===== src/hdl/vt100_subset_text_grid_assert.svh =====
// Assertion macros for the text grid block.
`ifndef VT100_SUBSET_TEXT_GRID_ASSERT_SVH
`define VT100_SUBSET_TEXT_GRID_ASSERT_SVH

// Checked only outside reset.
`define VT_ASSERT(lbl, prop, msg) \
  lbl: assert property (@(posedge clk) disable iff (rst) prop) else $error(msg);

// Checked at every edge, reset included.
`define VT_ASSERT_ALWAYS(lbl, prop, msg) \
  lbl: assert property (@(posedge clk) prop) else $error(msg);

`endif


===== src/hdl/vt_pkg.sv =====
package vt_pkg;

  localparam int ROWS   = 55;
  localparam int COLS   = 110;
  localparam int MAX_PARAM_CHARS = 63;
  localparam int CELLS  = ROWS * COLS;
  localparam int ADDR_W = $clog2(CELLS);
  localparam int ROW_W  = 6;
  localparam int COL_W  = 7;
  localparam int CHAR_W = 7;

  typedef logic [ADDR_W-1:0] vt_addr_t;
  typedef logic [ROW_W-1:0]  vt_row_t;
  typedef logic [COL_W-1:0]  vt_col_t;
  typedef logic [CHAR_W-1:0] vt_char_t;

  localparam vt_char_t SPACE     = 7'd32;
  localparam vt_addr_t LAST_ADDR = vt_addr_t'(CELLS - 1);

  typedef enum logic [1:0] {
    OP_NONE,
    OP_PUT,
    OP_CLEAR,
    OP_ERASE
  } vt_op_kind_t;

  typedef struct packed {
    vt_op_kind_t kind;
    vt_addr_t    addr;      // cursor cell: write target or erase start
    vt_addr_t    erase_end; // last cell of the cursor row
    vt_char_t    ch;
  } vt_op_t;

  typedef struct packed {
    vt_row_t row;
    vt_col_t col;
  } vt_cursor_t;

endpackage


===== src/hdl/vt_parse.sv =====
module vt_parse (
  input  logic               clk,
  input  logic               rst,
  input  logic               step,
  input  logic [7:0]         data_byte,
  output vt_pkg::vt_cursor_t cur,
  output vt_pkg::vt_cursor_t cur_next,
  output vt_pkg::vt_op_t     op
);

  typedef enum logic [2:0] {
    PH_TEXT    = 3'd0,
    PH_ESC     = 3'd1,
    PH_CSI     = 3'd2,
    PH_OSC     = 3'd3,
    PH_OSC_ESC = 3'd4
  } phase_t;

  localparam logic [7:0] C_BEL   = 8'h07;
  localparam logic [7:0] C_BS    = 8'h08;
  localparam logic [7:0] C_LF    = 8'h0A;
  localparam logic [7:0] C_CR    = 8'h0D;
  localparam logic [7:0] C_ESC   = 8'h1B;
  localparam logic [7:0] C_SPACE = 8'h20;
  localparam logic [7:0] C_TILDE = 8'h7E;
  localparam logic [7:0] C_ZERO  = 8'h30;
  localparam logic [7:0] C_NINE  = 8'h39;
  localparam logic [7:0] C_SEMI  = 8'h3B;
  localparam logic [7:0] C_QUEST = 8'h3F;
  localparam logic [7:0] C_LBRK  = 8'h5B;
  localparam logic [7:0] C_RBRK  = 8'h5D;
  localparam logic [7:0] C_BSL   = 8'h5C;
  localparam logic [7:0] CMD_A   = 8'h41;
  localparam logic [7:0] CMD_B   = 8'h42;
  localparam logic [7:0] CMD_C   = 8'h43;
  localparam logic [7:0] CMD_D   = 8'h44;
  localparam logic [7:0] CMD_H   = 8'h48;
  localparam logic [7:0] CMD_J   = 8'h4A;
  localparam logic [7:0] CMD_K   = 8'h4B;
  localparam logic [7:0] CMD_F   = 8'h66;

  localparam logic [1:0] NF_FIRST  = 2'd0;
  localparam logic [1:0] NF_SECOND = 2'd1;
  localparam logic [1:0] NF_DONE   = 2'd2;

  localparam logic [5:0] PLEN_MAX  = 6'(vt_pkg::MAX_PARAM_CHARS);
  localparam logic [7:0] ROWS8     = 8'(vt_pkg::ROWS);
  localparam logic [7:0] COLS8     = 8'(vt_pkg::COLS);
  localparam logic [8:0] ROWS9     = 9'(vt_pkg::ROWS);
  localparam logic [8:0] COLS9     = 9'(vt_pkg::COLS);
  localparam vt_pkg::vt_row_t LAST_ROW = vt_pkg::vt_row_t'(vt_pkg::ROWS - 1);
  localparam vt_pkg::vt_col_t LAST_COL = vt_pkg::vt_col_t'(vt_pkg::COLS - 1);
  localparam vt_pkg::vt_col_t COLS_C   = vt_pkg::vt_col_t'(vt_pkg::COLS);

  phase_t     phase, phase_next;
  logic [5:0] plen, plen_next;
  logic [7:0] fnum, fnum_next;
  logic [7:0] snum, snum_next;
  logic [1:0] nf, nf_next;
  logic       fhd, fhd_next;

  vt_pkg::vt_addr_t row_base;
  logic       is_digit;
  logic [7:0] amt;
  logic [7:0] hrow;
  logic [7:0] hcol;
  logic [8:0] sum;

  function automatic logic [7:0] add_digit(input logic [7:0] acc, input logic [3:0] d);
    logic [11:0] v;
    v = {4'b0, acc} * 12'd10 + {8'b0, d};
    return (v > 12'd255) ? 8'd255 : v[7:0];
  endfunction

  assign row_base      = vt_pkg::vt_addr_t'(cur.row) * vt_pkg::vt_addr_t'(vt_pkg::COLS);
  assign op.addr       = row_base + vt_pkg::vt_addr_t'(cur.col);
  assign op.erase_end  = row_base + vt_pkg::vt_addr_t'(vt_pkg::COLS - 1);
  assign op.ch         = data_byte[6:0];
  assign is_digit      = (data_byte >= C_ZERO) && (data_byte <= C_NINE);
  assign amt           = (plen == 6'd0) ? 8'd1 : (fhd ? fnum : 8'd0);
  assign hrow          = ((fhd ? fnum : 8'd0) > 8'd0) ? fnum - 8'd1 : 8'd0;
  assign hcol          = (snum > 8'd0) ? snum - 8'd1 : 8'd0;

  always_comb begin
    phase_next = phase;
    plen_next  = plen;
    fnum_next  = fnum;
    snum_next  = snum;
    nf_next    = nf;
    fhd_next   = fhd;
    cur_next   = cur;
    op.kind    = vt_pkg::OP_NONE;
    sum        = '0;
    if (step) begin
      unique case (phase)
        PH_ESC: begin
          if (data_byte == C_LBRK) begin
            phase_next = PH_CSI;
            plen_next  = '0;
            fnum_next  = '0;
            snum_next  = '0;
            nf_next    = NF_FIRST;
            fhd_next   = 1'b0;
          end else if (data_byte == C_RBRK) begin
            phase_next = PH_OSC;
          end else begin
            phase_next = PH_TEXT;
          end
        end
        PH_CSI: begin
          if (plen < PLEN_MAX &&
              (data_byte == C_SEMI || data_byte == C_QUEST || is_digit)) begin
            plen_next = plen + 6'd1;
            if (is_digit) begin
              if (nf == NF_FIRST) begin
                fnum_next = add_digit(fnum, data_byte[3:0]);
                fhd_next  = 1'b1;
              end else if (nf == NF_SECOND) begin
                snum_next = add_digit(snum, data_byte[3:0]);
              end
            end else if (data_byte == C_SEMI && nf == NF_FIRST && fhd) begin
              nf_next = NF_SECOND;
            end else begin
              nf_next = NF_DONE;
            end
          end else begin
            phase_next = PH_TEXT;
            unique case (data_byte) inside
              CMD_H, CMD_F: begin
                cur_next.row = (hrow >= ROWS8) ? LAST_ROW : hrow[vt_pkg::ROW_W-1:0];
                cur_next.col = (hcol >= COLS8) ? LAST_COL : hcol[vt_pkg::COL_W-1:0];
              end
              CMD_J: op.kind = vt_pkg::OP_CLEAR;
              CMD_K: begin
                if (cur.col < COLS_C) op.kind = vt_pkg::OP_ERASE;
              end
              CMD_A: begin
                cur_next.row = (amt >= 8'(cur.row)) ? '0
                             : cur.row - amt[vt_pkg::ROW_W-1:0];
              end
              CMD_B: begin
                sum = 9'(cur.row) + 9'(amt);
                cur_next.row = (sum >= ROWS9) ? LAST_ROW : sum[vt_pkg::ROW_W-1:0];
              end
              CMD_C: begin
                sum = 9'(cur.col) + 9'(amt);
                cur_next.col = (sum >= COLS9) ? LAST_COL : sum[vt_pkg::COL_W-1:0];
              end
              CMD_D: begin
                cur_next.col = (amt >= 8'(cur.col)) ? '0
                             : cur.col - amt[vt_pkg::COL_W-1:0];
              end
              default: ;
            endcase
          end
        end
        PH_OSC_ESC: begin
          if (data_byte == C_BSL || data_byte == C_BEL) phase_next = PH_TEXT;
          else if (data_byte == C_ESC) phase_next = PH_OSC_ESC;
          else phase_next = PH_OSC;
        end
        PH_OSC: begin
          if (data_byte == C_BEL) phase_next = PH_TEXT;
          else if (data_byte == C_ESC) phase_next = PH_OSC_ESC;
        end
        default: begin
          if (data_byte == C_ESC) begin
            phase_next = PH_ESC;
          end else if (data_byte == C_CR) begin
            cur_next.col = '0;
          end else if (data_byte == C_LF) begin
            cur_next.col = '0;
            cur_next.row = (cur.row >= LAST_ROW) ? LAST_ROW : cur.row + 1'b1;
          end else if (data_byte == C_BS) begin
            if (cur.col != '0) cur_next.col = cur.col - 1'b1;
          end else if (data_byte >= C_SPACE && data_byte <= C_TILDE && cur.col < COLS_C) begin
            op.kind      = vt_pkg::OP_PUT;
            cur_next.col = cur.col + 1'b1;
          end
        end
      endcase
    end
  end

  always_ff @(posedge clk) begin
    if (rst) begin
      phase <= PH_TEXT;
      plen  <= '0;
      fnum  <= '0;
      snum  <= '0;
      nf    <= NF_FIRST;
      fhd   <= 1'b0;
      cur   <= '0;
    end else begin
      phase <= phase_next;
      plen  <= plen_next;
      fnum  <= fnum_next;
      snum  <= snum_next;
      nf    <= nf_next;
      fhd   <= fhd_next;
      cur   <= cur_next;
    end
  end

endmodule


===== config.mk =====
export PLATFORM = sky130hd
export DESIGN_NAME = vt_parse
export DESIGN_NICKNAME = d
export VERILOG_FILES = /design/src/hdl/vt100_subset_text_grid_assert.svh /design/src/hdl/vt_pkg.sv /design/src/hdl/vt_parse.sv
export SDC_FILE = /design/constraint.sdc
export NUM_CORES = 1
export LEC_CHECK = 0
export ABC_CLOCK_PERIOD_IN_PS = 5300
export BUFFER_PORTS_ARGS = -buffer_cell sky130_fd_sc_hd__buf_2
export CORE_ASPECT_RATIO = 0.8
export CORE_MARGIN = 2
export CORE_UTILIZATION = 49
export DETAILED_ROUTE_END_ITERATION = 10
export PLACE_DENSITY = 0.73
export SKIP_CTS_REPAIR_TIMING = 1
export SLEW_MARGIN = 20
export SYNTH_ARGS = -nofsm -noshare
export SYNTH_HDL_FRONTEND = slang
export SYNTH_SLANG_ARGS = --single-unit
export TNS_END_PERCENT = 100

===== constraint.sdc =====
create_clock -name clk -period 5.3 [get_ports clk]
set_clock_uncertainty 0.15 [all_clocks]
set_input_delay 0.795 -clock clk [delete_from_list [all_inputs] [get_ports clk]]
set_output_delay 0.795 -clock clk [all_outputs]
set_load 0.01 [all_outputs]

==> results.md <==
* H-tree Lvls at 2
* CP Data Required Time at 4360 ps
* Synth Area in Simple Gates at 0.2293
* Fin cells at between 1000 and 1500
* Post-Synth XOR/XNOR Area at 0.07688
* Number of global-route vias before repair at 6886
* Synth Register Bits at 41
* Remaining DRCs at 0
* Pre-antenna DRT Iters at 6
* Mux contribution to synthesized area at 0.002663
* Slew Limit Fails at 0
* RePlAce Congestion at around 0.99
* Fin crit period at 5122 ps
* Post-synthesis compound-gate area fraction at 0.2721
* Setup crit end kind: output pin
* Sequential cell area fraction in the yosys report at 0.1092
* Vias at between 7000 and 8000
* WS Path Type: reg2out
* Status: complete, no violations
* Synth Cell Area at between 0.007 and 0.008 mm²
* Die ar. at about 0.016 mm²
* Synth cell types at between 90 and 100
* Core Area at around 0.015 mm²
* Clock Pin Slew Worst Setup and Hold Paths at approximately 60 ps
* Slowest stage cell, crit path: or4b_4
* GRT Util Overall at 0.2662
* Startpoint type of the worst setup path: flip-flop
* Area share of fa/ha/maj cells after synthesis at 0.2386
* Synth Area per Inst at roughly 7.6 µm²
* Layout cell share with drive strength beyond 1 at 0.1353
* First-pass GRT wire length at 35.40 mm
* Worst Path Arrival at ~4200 ps
* Power density over the cells at ~97 mW/mm²
* Clk_lat worst skew at 300 ps
* Worst-margin pin slew at roughly 830 ps
* Final Hold Fails at 0
* Max-Slew Margin vs Limit at 0.4294
* Finish-stage setup viols at 0
* Area Overhead vs Synth at 10.20%
* Max Fclk at just under 200 MHz
* Clock Tree Buf Depth at 2
* Clk sinks at between 40 and 50
* Die span in x at between 100 and 150 µm
* TritonCTS clock tree: yes
* Pin count of the biggest net entering global routing at 25
* Ranking of synthesized cells by area: ha_1, dfxtp_1, fa_1
* Num CTS Buffers at 5
* Post-DR vias/cell at roughly 6.2
* Synth Net Count at about 1100
* Post-Route WL at between 20 and 25 mm
* Placed cells at 1220
* Commonest non-fill, non-tap cell in the layout: ha_1
* Root buffer cell: clkbuf_16
* Yosys warning total at 0
* Worst min path class: reg2reg
* Leading area contributor after synthesis: ha_1
* Hpwl dp at approximately 17 mm
* Critical Path, Cell by Cell: inv_1 -> ha_1 -> or4b_4 -> nor2_2 -> nor2b_2 -> nand2_1 -> inv_1 -> ha_2 -> nand2b_1 -> a221o_1 -> and2_1 -> a311o_1 -> a311oi_2 -> a211oi_1 -> o22ai_1 -> nand2_1 -> buf_2
* N_diodes at 0
* Initial DRC Count at around 710
* Largest family of logic cells by synthesized area: compound AO/OA/AOI/OAI gates
* Peak VDD IR at approximately 0.12 mV
* Initial antenna violation count at 0
* Tcrit/Tclk final at 0.9664
* Max cap viols at 0
* Die height at roughly 110 µm
* Synth top area share at 0.1881
* Post-synth EDFFs at 0
* Final nets at between 1000 and 1500
* Row count at 40
* Gr ovfl total at 0
* Dominant synthesized flop cell: dfxtp_1
* Max stage delay on crit path at 490 ps
* Leakage at ~3.9 nW
* Crit-path max FO at 8
* Final ANT Viol Nets at 0
* Async SR Flop Fraction at 0
* Mapped Cells at ~990
* Avg WL per Cell at approximately 18 µm
* Pre-CTS WS at about 300 ps
* Core Util, Final at 0.5518
* IO Port Bufs at 70
* # IOs at approximately 70
* Effective utilization at floorplan at 0.5008
* Hold Worst Slack at between 300 and 400 ps
* Most frequent cells in the layout: ha_1, inv_1, nand2_1
* Final setup margin at approximately 180 ps
synthesized netlist by cell type (7+ instances only):
library cell,n
a211oi_1,13
a21o_1,23
a21oi_1,67
a221o_1,12
a31oi_1,14
and2_1,8
and3_1,12
buf_2,8
buf_4,10
clkbuf_1,24
dfxtp_1,41
fa_1,19
ha_1,113
inv_1,83
nand2_1,75
nand2b_1,10
nand3_1,26
nor2_1,72
nor2b_1,25
nor3_1,22
nor3b_1,11
o21a_1,8
o21ai_0,52
o21ai_1,13
o21bai_1,10
o31ai_1,7
or3_1,9
xnor2_1,43
xor2_1,23
path summary, 6_finish.rpt:
kind                         startpoint                     to  slack, ps  cells after the start
setup / recovery   plen[0]$_SDFFE_PP0P_            cur_next[3]        180                     17
hold reg to reg   phase[0]$_SDFFE_PP0P_  phase[0]$_SDFFE_PP0P_        360                      2
setup reg to reg   plen[0]$_SDFFE_PP0P_      cur[2]$_SDFF_PP0_       1230                     17
hold / removal    phase[0]$_SDFFE_PP0P_  phase[0]$_SDFFE_PP0P_        360                      2
layer usage:
metal / share of wire / global-route usage
met1: 0.47 / 0.3945
met2: 0.42 / 0.4029
met3: 0.093 / 0.05081
met4: 0.019 / 0.05413
met5: 0 / 0
registers in the layout (all words and copies together), names as in the netlist:
signal	cells
snum	8
plen	6
fnum	8
phase	3
nf	2
fhd	1
cur	13
where the power goes:
group	total, W	internal (W)	switching (W)
Combinational	0.000116	0.0000396	0.0000763
Clock	0.000378	0.000236	0.000142
Sequential	0.000313	0.000309	0.00000370
Total	0.000806	0.000584	0.000222
metrics by stage:
step / TNS (ps) / power [W] / cell area (µm²)
after global routing: -21.68 / 0.0008347 / 8285
after CTS: -36.68 / 0.0008057 / 8204
after global placement: 0 / 0.0004304 / 8028
after detailed placement: 0 / 0.0004313 / 8028
final: 0 / 0.0008063 / 8285
after floorplan: 0 / 0.0003977 / 7518
kinds of logic (layout without fill, tap and decap cells):
kind of cell             count (synthesis)  in the layout
AO/OA/AOI/OAI                          295            295
XOR/XNOR                                66             66
adder cells (fa/ha/maj)                132            132
buffers and inverters                  127            183
flip-flops                              41             41
multiplexers                             2              2
other                                    1              1
AND/OR/NAND/NOR                        322            322
cell type report:
| cell class | count | area [µm²] |
|---|---|---|
| clock buffers | 6 | 138.9 |
| clock inverters | 2 | 37.54 |
| fillers | 1444 | 6729 |
| inverters | 83 | 311.5 |
| multi-input cells | 818 | 6225 |
| flip-flops and latches | 41 | 820.8 |
| well taps | 189 | 236.5 |
| repair buffers | 92 | 515.5 |
worst max-delay path: cells and delay by family, from the launching register on:
family	cells	cell delay [ps]
compound gates	5	1420
fa+ha+maj	2	470
buf+inv	3	330
flops	1	350
simple gates	7	1300
Note: power is estimated with default switching activity, not from simulation.
